===== src/rtl/core/call_arc_profiler_table_assert.svh =====
`ifndef CALL_ARC_PROFILER_TABLE_ASSERT_SVH
`define CALL_ARC_PROFILER_TABLE_ASSERT_SVH
// same-cycle implication, clocked on clk_i, off while in reset
`define CAP_ASSERT(lbl, prop, msg) \
  lbl: assert property (@(posedge clk_i) disable iff (!rst_ni) prop) else $error(msg);
// consequent checked in the cycle after the antecedent
`define CAP_ASSERT_NEXT(lbl, ante, cons, msg) \
  lbl: assert property (@(posedge clk_i) disable iff (!rst_ni) ante |=> cons) else $error(msg);
`endif


===== src/rtl/core/cap_pkg.sv =====
package cap_pkg;

  localparam int HashBitsDef    = 16;
  localparam int CallerDepthDef = 4096;
  localparam int ArcDepthDef    = 4096;
  localparam int HashW          = 16;
  localparam int LimitW         = 13;
  localparam int CfgIdxW        = 2;

  localparam logic [1:0] ST_RUN    = 2'd0;
  localparam logic [1:0] ST_CFULL  = 2'd1;
  localparam logic [1:0] ST_AFULL  = 2'd2;

  localparam logic [CfgIdxW-1:0] CFG_ENABLE  = 2'd0;
  localparam logic [CfgIdxW-1:0] CFG_CLIMIT  = 2'd1;
  localparam logic [CfgIdxW-1:0] CFG_ALIMIT  = 2'd2;

  localparam logic [LimitW-1:0] LIMIT_RST = 13'd4096;

  typedef struct packed {
    logic [31:0]      caller_pc;
    logic [31:0]      callee_pc;
    logic [31:0]      elapsed_cycles;
    logic [11:0]      parent_arc_index;
    logic             paused;
    logic [HashW-1:0] hash;
  } item_t;

endpackage


===== src/rtl/core/cap_fifo.sv =====
module cap_fifo import cap_pkg::*; (
  input  logic  clk_i,
  input  logic  rst_ni,
  input  logic  push_i,
  input  item_t item_i,
  input  logic  pop_i,
  output item_t item_o,
  output logic  valid_o,
  output logic  full_o
);

  item_t      slot_q [2];
  logic       wr_q, rd_q;
  logic [1:0] cnt_q;

  assign item_o  = slot_q[rd_q];
  assign valid_o = cnt_q != 2'd0;
  assign full_o  = cnt_q == 2'd2;

  always_ff @(posedge clk_i or negedge rst_ni) begin
    if (!rst_ni) begin
      wr_q  <= 1'b0;
      rd_q  <= 1'b0;
      cnt_q <= 2'd0;
    end else begin
      if (push_i) wr_q <= !wr_q;
      if (pop_i) rd_q <= !rd_q;
      cnt_q <= cnt_q + {1'b0, push_i} - {1'b0, pop_i};
    end
  end

  always_ff @(posedge clk_i) begin
    if (push_i) slot_q[wr_q] <= item_i;
  end

endmodule


===== config.mk =====
export PLATFORM = sky130hd
export DESIGN_NAME = cap_fifo
export DESIGN_NICKNAME = d
export VERILOG_FILES = /design/src/rtl/core/call_arc_profiler_table_assert.svh /design/src/rtl/core/cap_pkg.sv /design/src/rtl/core/cap_fifo.sv
export SDC_FILE = /design/constraint.sdc
export NUM_CORES = 1
export LEC_CHECK = 0
export BUFFER_PORTS_ARGS = -buffer_cell sky130_fd_sc_hd__buf_2
export CORE_MARGIN = 2
export CORE_UTILIZATION = 26
export CTS_CLUSTER_SIZE = 8
export DETAILED_ROUTE_END_ITERATION = 12
export MAX_ROUTING_LAYER = met4
export PLACE_DENSITY_LB_ADDON = 0.08
export SYNTH_ARGS = -nofsm -noshare
export SYNTH_HDL_FRONTEND = slang
export SYNTH_SLANG_ARGS = --single-unit

===== constraint.sdc =====
create_clock -name clk_i -period 7.4 [get_ports clk_i]
set_clock_uncertainty 0.05 [all_clocks]
set_input_delay 1.48 -clock clk_i [delete_from_list [all_inputs] [get_ports clk_i]]
set_output_delay 1.48 -clock clk_i [all_outputs]
set_load 0.005 [all_outputs]

---- Word level (Yosys, flattened, before mapping) ----
Memory sizes are Yosys's and may differ from the RTL's.
Cells that the tools add are included.
word-level totals
  bits of input ports ..................... 129
  memories ................................ 1
  bits in writable memories ............... 250
  output and inout port bits .............. 127
  word-level logic and storage cells ...... 12
  register bits after elaboration ......... 4
cells by class
  $add $sub $neg .......................... 2
  equal/unequal tests ..................... 1
  reductions and logical operators ........ 3
  mux-type cells .......................... 2
memories
  name    words  bits a word  read ports  clocked after memory_dff  write ports  RTL line        RTL
  slot_q  2      125          1           0                         1            cap_fifo.sv:12  item_t slot_q [2];
operator list
  operator            count
  $add 2x1->2         1
  $eq 2x2->1 const B  1
  $logic_not 1->1     2
  $mux 1              2
  $reduce_bool 2->1   1
  $sub 2x1->2         1

---- Longest topological paths before layout ----
  word-level depth ........................ 2
  depth in mapped cells ................... 5
  mapped depth without buffers ............ 5

---- Worst setup path before layout ----
No wires, ideal clock.
  path kind ............................... in2reg
  start point ............................. input port push_i
  end point ............................... memory slot_q[0][0] (netlist name) (enable)
  buffers on the path ..................... 0
  setup time .............................. 0.626 ns
  arrival ................................. 6.900 ns
  path slack .............................. -0.176 ns
  stages .................................. 1
  data required time ...................... 6.724 ns
  cells stage by stage .................... nor2b_1
between the ends
  longest elaborated chain between the ends .. 2
RTL lines
  element                       RTL line        RTL
  start: declaration            cap_fifo.sv:4   input logic push_i,
  $mux 1                        cap_fifo.sv:33  if (push_i) slot_q[wr_q] <= item_i;
  $mux 1 (implied by the code)  cap_fifo.sv:33
  end: declaration              cap_fifo.sv:12
Every way passes these cells.

==> results.toml <==
[sta]
tns_ns = 0
final_max_slew_viol_count = 0
holdWs_ns = 0.491
final-hold-violation-count = 0
worst_pin_slew_ns = 1.13
fin_crit_ns = 4.36
setup_ws_ns = 3.04
rsz0062_at_grt = "no"
finalCritPeriodShare_pct = 58.9
setup_viol = 0
slew_headroom_pct = 24.8
fmax_mhz = 229

[yosys]
ys_seq_elements = 254
netlist_area_um2 = 9370
syn_inst = 404
yosysSeqAreaShare_pct = 81.2
synth.avg_cell_area_um2 = 23.2
synth_warnings = 0
synth.net_count = 535
synth.distinct_cells = 13

[pwr]
power.internal_mw = 3.41
peakVddDrop_mv = 0.173
clkPwrFrac_pct = 31.0
leakage_nw = 4.61
power_switching_mw = 1.22
pwr-share-comb_pct = 24.9
powerDensity_nw_per_um2 = 382
p_seq_share_pct = 44.2
switching_share_pct = 26.3

[critical_path]
slowest_delay_ns = 0.99
slowest_stage = "dfrtp_4"
critPathKind = "flop to output pin"
crit_buf_inv = 2
endpoint_kind = "output pin"
cp-startpoint = "rd_q"
startpoint_type = "flop"
worstPathRequired_ns = 5.87
crit_arrival_ns = 2.83
critPathTopFamily = "flip-flops"
worst-path-max-fanout = 55
path_cells = "buf_4 -> mux2_2 -> buf_2"
timing.rr.start = "wr_q"

[place]
gp_congestion = 0.698
dp_hpwl_mm = 13.4
place_ws_ns = 3.50
port_buffers = 255

[clock_network]
clk_pin_slew_worst_paths_ns = 0.05
cts_buffer_depth = 3
h-tree-depth = 2
holdBufCountCts = 0
ctsResizeCount = 0
cts_setup_buffers = 0
cts_buffers = 37
clock_latency_ns = 0.50
cts_tree = "built"
clkSinkCount = 254
cts_root_buffer = "clkbuf_16"

[final_layout]
syn2layout_area_growth_pct = 29.5
drive_gt1_share_pct = 61.3
final_cell_mix = "buf_2, edfxtp_1, mux2_2"
fin_nets = 820
final_common_cell = "buf_2"
fill_cells = 3432

[routing]
ant_nets = 0
drt_iter0_drc = 153
via_per_inst = 4.06
dr_total_vias = 4716
drt_pass1_iterations = 6
route.detailed.drc = 0
routedWlPerCell_um = 17.7
routed_wl_mm = 20.6

[global_routing]
grt_busiest_layer = "met2"
antenna_found_initial = 5
grt_pass1_vias = 5151
grt_overflow = 0
use_met3_pct = 5.18
met1_usage_pct = 12.9
grt_pass1_wl_mm = 31.0
use_met2_pct = 16.7
grt_usage_pct = 11.1
grt_max_degree = 76

[die]
boundaryPins = 256
start_util_pct = 26.3
die_h_um = 194
dieWidth_um = 194
core_um2 = 35600
rows = 69
dieArea_um2 = 37600

[hold_path]
worstHoldPathType = "flop to flop"
hp-start = "wr_q"

[run]
drv_cap = 0

[status]
outcome = "finished clean"
synthesized netlist by cell type:
cell | instances | area share (%)
xor3_1 | 1 | 0.25
xor2_1 | 2 | 0.19
nor2b_1 | 2 | 0.13
or2_2 | 1 | 0.067
and2_1 | 1 | 0.067
mux2_4 | 40 | 6.4
inv_1 | 2 | 0.080
ha_1 | 2 | 0.27
dfrtp_1 | 4 | 1.1
buf_6 | 6 | 0.72
buf_2 | 8 | 0.43
mux2_2 | 85 | 10
edfxtp_1 | 250 | 80
final timing paths:
path / to / slack, ns / cells past startpoint
max: item_o[37] / 3.04 / 3
min: wr_q / 0.49 / 1
max reg2reg: slot_q[1][7] / 4.80 / 2
min reg2reg: wr_q / 0.49 / 1
max in group asynchronous: rd_q / 6.43 / 1
min in group asynchronous: rd_q / 0.73 / 1
sequential cells by signal, summed over array words and instances (netlist names):
name,count
rd_q,1
slot_q,250
wr_q,1
cnt_q,2
layout make-up:
cell class / count / area [um2] / area share (%)
Clock inverter: 1 / 3.75 / 0.0309
Tap cell: 461 / 577 / 4.75
Timing Repair Buffer: 260 / 1310 / 10.8
Multi-Input combinational cell: 134 / 1660 / 13.7
Antenna cell: 6 / 15.0 / 0.124
Clock buffer: 44 / 952 / 7.84
Inverter: 2 / 7.51 / 0.0618
Sequential cell: 254 / 7610 / 62.7
per-layer routing:
layer | wire length, um | up-vias
li1 | - | 2179
met1 | 8660 | 2294
met2 | 9300 | 192
met3 | 1980 | 51
met4 | 633 | 0
met5 | 0 | -
stage by stage:
| stage | utilization (%) | total power [mW] | instance area [um2] | cells |
|---|---|---|---|---|
| finish | 34.1 | 4.63 | 12100 | 1162 |
| global route | 34.1 | 4.88 | 12100 | 1161 |
| CTS | 34.1 | 4.74 | 12100 | 1156 |
| detailed placement | 31.4 | 3.27 | 11200 | 1111 |
| global placement | 31.4 | 3.25 | 11200 | 1111 |
| floorplan | - | 2.78 | 9370 | 404 |
kinds of logic after synthesis:
group | share of synthesized area, %
DFF | 81.2
xor gates and xnor gates | 0.441
adders and majority gates | 0.267
muxes | 16.6
buffers and inverters | 1.23
and+or+nand+nor | 0.267
power by group through the flow:
stage               sequential [mW]  clock, mW  combinational (mW)
floorplan                      2.01          0               0.767
global placement               2.07          0                1.19
detailed placement             2.08          0                1.19
CTS                            2.06       1.49                1.20
global route                   2.08       1.55                1.26
finish                         2.05       1.43                1.15
Power figures use the tool's default switching activity.
