--- src/rtl/core/call_arc_profiler_table_assert.svh ---
`ifndef CALL_ARC_PROFILER_TABLE_ASSERT_SVH
`define CALL_ARC_PROFILER_TABLE_ASSERT_SVH
// same-cycle implication, clocked on clk_i, off while in reset
`define CAP_ASSERT(lbl, prop, msg) \
  lbl: assert property (@(posedge clk_i) disable iff (!rst_ni) prop) else $error(msg);
// consequent checked in the cycle after the antecedent
`define CAP_ASSERT_NEXT(lbl, ante, cons, msg) \
  lbl: assert property (@(posedge clk_i) disable iff (!rst_ni) ante |=> cons) else $error(msg);
`endif

--- src/rtl/core/cap_pkg.sv ---
package cap_pkg;

  localparam int HashBitsDef    = 16;
  localparam int CallerDepthDef = 4096;
  localparam int ArcDepthDef    = 4096;
  localparam int HashW          = 16;
  localparam int LimitW         = 13;
  localparam int CfgIdxW        = 2;

  localparam logic [1:0] ST_RUN    = 2'd0;
  localparam logic [1:0] ST_CFULL  = 2'd1;
  localparam logic [1:0] ST_AFULL  = 2'd2;

  localparam logic [CfgIdxW-1:0] CFG_ENABLE  = 2'd0;
  localparam logic [CfgIdxW-1:0] CFG_CLIMIT  = 2'd1;
  localparam logic [CfgIdxW-1:0] CFG_ALIMIT  = 2'd2;

  localparam logic [LimitW-1:0] LIMIT_RST = 13'd4096;

  typedef struct packed {
    logic [31:0]      caller_pc;
    logic [31:0]      callee_pc;
    logic [31:0]      elapsed_cycles;
    logic [11:0]      parent_arc_index;
    logic             paused;
    logic [HashW-1:0] hash;
  } item_t;

endpackage

--- src/rtl/core/cap_front.sv ---
module cap_front import cap_pkg::*; (
  input  logic        clk_i,
  input  logic        rst_ni,
  input  logic        accept_i,
  input  logic [31:0] caller_pc_i,
  input  logic [31:0] callee_pc_i,
  input  logic [31:0] elapsed_cycles_i,
  input  logic [11:0] parent_arc_index_i,
  input  logic        thread_enable_i,
  input  logic        enable_i,
  input  logic [1:0]  status_i,
  input  logic        full_i,
  output logic        push_o,
  output item_t       item_o,
  output logic        valid_o
);

  logic  valid_q, valid_d;
  item_t item_q, item_d;

  assign push_o  = valid_q && !full_i;
  assign item_o  = item_q;
  assign valid_o = valid_q;

  always_comb begin
    valid_d = valid_q;
    item_d  = item_q;
    if (push_o) valid_d = 1'b0;
    if (accept_i) begin
      valid_d                 = 1'b1;
      item_d.caller_pc        = caller_pc_i;
      item_d.callee_pc        = callee_pc_i;
      item_d.elapsed_cycles   = elapsed_cycles_i;
      item_d.parent_arc_index = parent_arc_index_i;
      item_d.paused           = !enable_i || !thread_enable_i || (status_i != ST_RUN);
      item_d.hash             = caller_pc_i[31:16] ^ caller_pc_i[15:0];
    end
  end

  always_ff @(posedge clk_i or negedge rst_ni) begin
    if (!rst_ni) begin
      valid_q <= 1'b0;
    end else begin
      valid_q <= valid_d;
    end
  end

  always_ff @(posedge clk_i) begin
    item_q <= item_d;
  end

endmodule

--- config.mk ---
export PLATFORM = sky130hd
export DESIGN_NAME = cap_front
export DESIGN_NICKNAME = d
export VERILOG_FILES = /design/src/rtl/core/call_arc_profiler_table_assert.svh /design/src/rtl/core/cap_pkg.sv /design/src/rtl/core/cap_front.sv
export SDC_FILE = /design/constraint.sdc
export NUM_CORES = 1
export LEC_CHECK = 0
export ABC_AREA = 1
export BUFFER_PORTS_ARGS = -buffer_cell sky130_fd_sc_hd__buf_4
export CORE_UTILIZATION = 35
export DETAILED_ROUTE_END_ITERATION = 8
export GPL_TIMING_DRIVEN = 1
export HOLD_SLACK_MARGIN = 0.15
export PLACE_DENSITY = 0.69
export SYNTH_ARGS = -nofsm -noshare
export SYNTH_HDL_FRONTEND = slang
export SYNTH_SLANG_ARGS = --single-unit
export TNS_END_PERCENT = 1
--- constraint.sdc ---
create_clock -name clk_i -period 1.4 [get_ports clk_i]
set_input_delay 0.14 -clock clk_i [delete_from_list [all_inputs] [get_ports clk_i]]
set_output_delay 0.14 -clock clk_i [all_outputs]
set_load 0.005 [all_outputs]
# == Yosys cells after proc, flatten, opt, wreduce, memory -nomap -nowiden ==
# Index checks and enable logic that the tools add are counted.
# W data, S select, Z words.
# op_classes
mux,2
bitwise,1
n_reduce_logical,8
# op_table
operator,n
$xor A16 B16 Y16,1
$reduce_bool A2 Y1,2
$logic_not A1 Y1,3
$logic_or A1 B1 Y1,2
$mux W1,2
$logic_and A1 B1 Y1,1
# word_totals
reg_bits,126
in_bits,116
word_cells,18

# == Depth between registers and ports, before layout ==
# logic_depth
word_depth,4
mapped_depth,3

# == Worst setup path after synthesis ==
# Ideal clock, no wire load.
# synth_timing
kind,register to output
startpoint,"reg valid_q, in the netlist valid_o"
endpoint,out push_o
arrival_time_ns,0.494
setup_slack_ns,0.766
path_stages_with_launch,3
path_cell_list,dfrtp_1 inv_1 nor2_1
# synth_between
elab_chain_len,1
# synth_rtl
element,line,rtl
"start, declared",cap_front.sv:18,"logic valid_q, valid_d;"
"start signal, assigned",cap_front.sv:44,valid_q <= valid_d;
$logic_and A1 B1 Y1,cap_front.sv:21,assign push_o = valid_q && !full_i;
"end, declared",cap_front.sv:13,"output logic push_o,"
# Every way passes these cells.

# == Final worst setup path ==
# layout_timing
startpoint,in status_i[0]
endpoint,reg item_q (netlist bit item_o[16]) (data pin)
# layout_between
elab_chain_len,2
# layout_rtl
element,line,rtl
"start, declared",cap_front.sv:11,"input logic [1:0] status_i,"
$reduce_bool A2 Y1,cap_front.sv:35,item_d.paused = !enable_i || !thread_enable_i || (status_i != ST_RUN);
$logic_or A1 B1 Y1,cap_front.sv:35,
"end signal, assigned",cap_front.sv:49,item_q <= item_d;
"end, declared",cap_front.sv:19,"item_t item_q, item_d;"
# Every way passes these cells.
# A chain may end at the register's enable or synchronous reset.

==> insert_results.sql <==
INSERT INTO impl_metrics (metric_group, metric, value, unit) VALUES
('synthesis', 'netlist_top_cells_count', 'sky130_fd_sc_hd__edfxtp_1, sky130_fd_sc_hd__nand2_1, sky130_fd_sc_hd__inv_1, sky130_fd_sc_hd__nor2_1, sky130_fd_sc_hd__dfrtp_1', ''),
('routing', 'detail_route.wl_per_cell', '15.08', 'µm'),
('critical_path', 'crit_path_top_delay_cell', 'sky130_fd_sc_hd__dlygate4sd3_1', ''),
('flow_run', 'number_of_max_cap_violations', '0', ''),
('critical_path', 'critical_path.most_common_cell', 'sky130_fd_sc_hd__dlygate4sd3_1', ''),
('sta', 'slew-limit-headroom', '75.26', '%'),
('clocking', 'htree_num_levels', '4', ''),
('cells_and_area', 'final_cell_count_no_fill', '748', ''),
('floorplan', 'floorplan.core_area', '11420', 'µm²'),
('sta', 'skew', '0', 'ns'),
('sta', 'worst_slew_pin_slew', '0.3710', 'ns'),
('sta', 'maxClockFrequency', '747.0', 'MHz'),
('synthesis', 'dominant_cell_by_count_in_the_synthesized_netlist', 'sky130_fd_sc_hd__edfxtp_1', ''),
('sta', 'final_min_period_over_clock_period', '95.61', '%'),
('place', 'portBuffers', '242', ''),
('global_routing', 'grt_pass1_vias', '3448', ''),
('critical_path', 'worst_path_dominant_cell_family', 'buffers and inverters', ''),
('critical_path', 'timing.critical_path.fanout_max', '1', ''),
('routing', 'totalWireLength', '11280', 'µm'),
('global_routing', 'gr-total-overflow', '0', ''),
('sta', 'hold_ws', '0.2684', 'ns'),
('routing', 'num_vias', '3167', ''),
('sta', 'hold_viol_final', '0', ''),
('pwr', 'sequentialPowerShare', '45.9', '%'),
('place', 'gp_routability_congestion', '0.7688', ''),
('global_routing', 'total_routing_resource_utilization_after_global_routing', '18.74', '%'),
('synthesis', 'post_synth_main_area_contributors', 'sky130_fd_sc_hd__edfxtp_1, sky130_fd_sc_hd__nand2_1, sky130_fd_sc_hd__inv_1, sky130_fd_sc_hd__dfrtp_1, sky130_fd_sc_hd__nor2_1', ''),
('synthesis', 'yosys_warnings', '0', ''),
('routing', 'drcViolationCount', '0', ''),
('pwr', 'p_leak', '3.508', 'nW'),
('routing', 'detail_route.first_pass.iterations', '4', ''),
('synthesis', 'seq_area_frac_synth', '91.88', '%'),
('synthesis', 'post_synth.cell_area_avg', '19.13', 'µm²'),
('floorplan', 'die_y', '110.4', 'µm'),
('critical_path', 'critPathLaunchType', 'primary input', ''),
('routing', 'first_iter_violations', '132', ''),
('routing', 'route.detailed.vias_per_inst', '4.234', ''),
('global_routing', 'grt_max_degree', '66', ''),
('critical_path', 'critPathRequiredTime', '1.56', 'ns'),
('cells_and_area', 'layout-area-overhead-vs-synth', '91.15', '%'),
('floorplan', 'start_util', '36.02', '%'),
('synthesis', 'synthesis.nets', '331', ''),
('cells_and_area', 'final_layout_size_suffix_gt1_share', '43.97', '%'),
('sta', 'finalSetupViolCount', '0', ''),
('critical_path', 'max_stage_delay', '0.55', 'ns'),
('pwr', 'max-vdd-ir-drop', '0.7641', 'mV'),
('synthesis', 'synth.top_cell.area_share', '91.27', '%'),
('sta', 'final_period_minus_worst_setup_slack', '1.339', 'ns'),
('clocking', 'clk_transition_reported_paths', '0.05', 'ns'),
('global_routing', 'grt_pass1_wl', '17280', 'µm'),
('pwr', 'internal_power', '0.008028', 'W'),
('clocking', 'max-clock-path-buffers', '2', ''),
('cells_and_area', 'fin_util', '68.85', '%'),
('sta', 'final_max_slew_viol_count', '0', ''),
('synthesis', 'synthesis.instances', '215', ''),
('critical_path', 'worst_setup_path_end_kind', 'flop', ''),
('sta', 'tns', '0', 'ns'),
('place', 'post-dp-hpwl', '7062', 'µm'),
('pwr', 'p_per_area', '1272', 'nW/µm²'),
('synthesis', 'postSynth.asyncResetShare', '0.7937', '%'),
('synthesis', 'synthesis.area', '4113', 'µm²'),
('clocking', 'clock_tree_root', 'sky130_fd_sc_hd__clkbuf_16', ''),
('critical_path', 'crit_type', 'in -> reg', ''),
('synthesis', 'synth_cell_types', '5', ''),
('pwr', 'p_switching', '0.001968', 'W'),
('floorplan', 'die_x', '110.4', 'µm'),
('clocking', 'tritoncts', 'yes', ''),
('global_routing', 'initial_antenna_violation_count', '0', ''),
('min_path', 'min-delay-path-class', 'in -> reg', ''),
('run_status', 'run_status', 'finished clean', ''),
('critical_path', 'cp.arrival', '1.50', 'ns');
[path summary, 6_finish.rpt]
| path | from | end | slack (ns) | cells past startpoint |
|---|---|---|---|---|
| worst max-delay path | status_i[0] | item_o[16] | 0.06 | 5 |
| worst min-delay path | accept_i | item_o[108] | 0.27 | 2 |
| worst max register to register | valid_o | valid_o | 0.75 | 2 |
| worst min register to register | valid_o | valid_o | 0.55 | 2 |
| max in group asynchronous | rst_ni | valid_o | 0.71 | 3 |
| min in group asynchronous | rst_ni | valid_o | 0.58 | 3 |
[stage by stage]
step / power (W) / instance area, µm²
after floorplan: 0.004744 / 4113
after global placement: 0.005546 / 6148
after detailed placement: 0.005582 / 6148
after CTS: 0.01008 / 7861
after global routing: 0.01035 / 7861
final: 0.009996 / 7861
[cell type report]
class,count,area (µm²)
flip-flops and latches,126,3779
inverters,35,131.4
well taps,143,178.9
fillers,765,3557
clock buffers,21,440.4
multi-input cells,54,202.7
repair buffers,359,3008
clock inverters,10,121.4
[registers in the layout (all words and copies together) (netlist names)]
| register | flops |
|---|---|
| valid_o | 1 |
| item_o | 125 |
[per-layer routing]
layer,part of all wire [%],global-route usage [%],wire [µm]
met5,0,0,0
met4,2.1,7.822,240
met3,8.7,8.342,978
met2,54,34.24,6085
met1,35,18.10,3976
[cell families after synthesis]
family	synth area share, %
buf+inv	3.194
simple gates	4.929
flops	91.88
[power groups by stage]
| stage | registers [W] | clock network, W | logic, W |
|---|---|---|---|
| finish | 0.00459 | 0.00422 | 0.00119 |
| global route | 0.00461 | 0.00447 | 0.00127 |
| CTS | 0.00459 | 0.00430 | 0.00119 |
| detailed placement | 0.00466 | 0 | 0.000924 |
| global placement | 0.00464 | 0 | 0.000902 |
| floorplan | 0.00469 | 0 | 0.0000532 |
[layout by cell type, fill, tap and decap left out, drive strengths merged]
cell type	Yosys	layout
buf	0	244
dlygate4sd3	0	115
inv	35	35
nor2	2	2
nand2	52	52
edfxtp	125	125
clkinvlp	0	1
bufinv	0	3
clkinv	0	6
dfrtp	1	1
clkbuf	0	21
[repair_timing]
action	4_1_cts	5_1_grt
setup endpoints to repair	0	0
hold buffers	115	0
endpoints found under the hold margin	127	0
(Power assumes the default switching activity.)
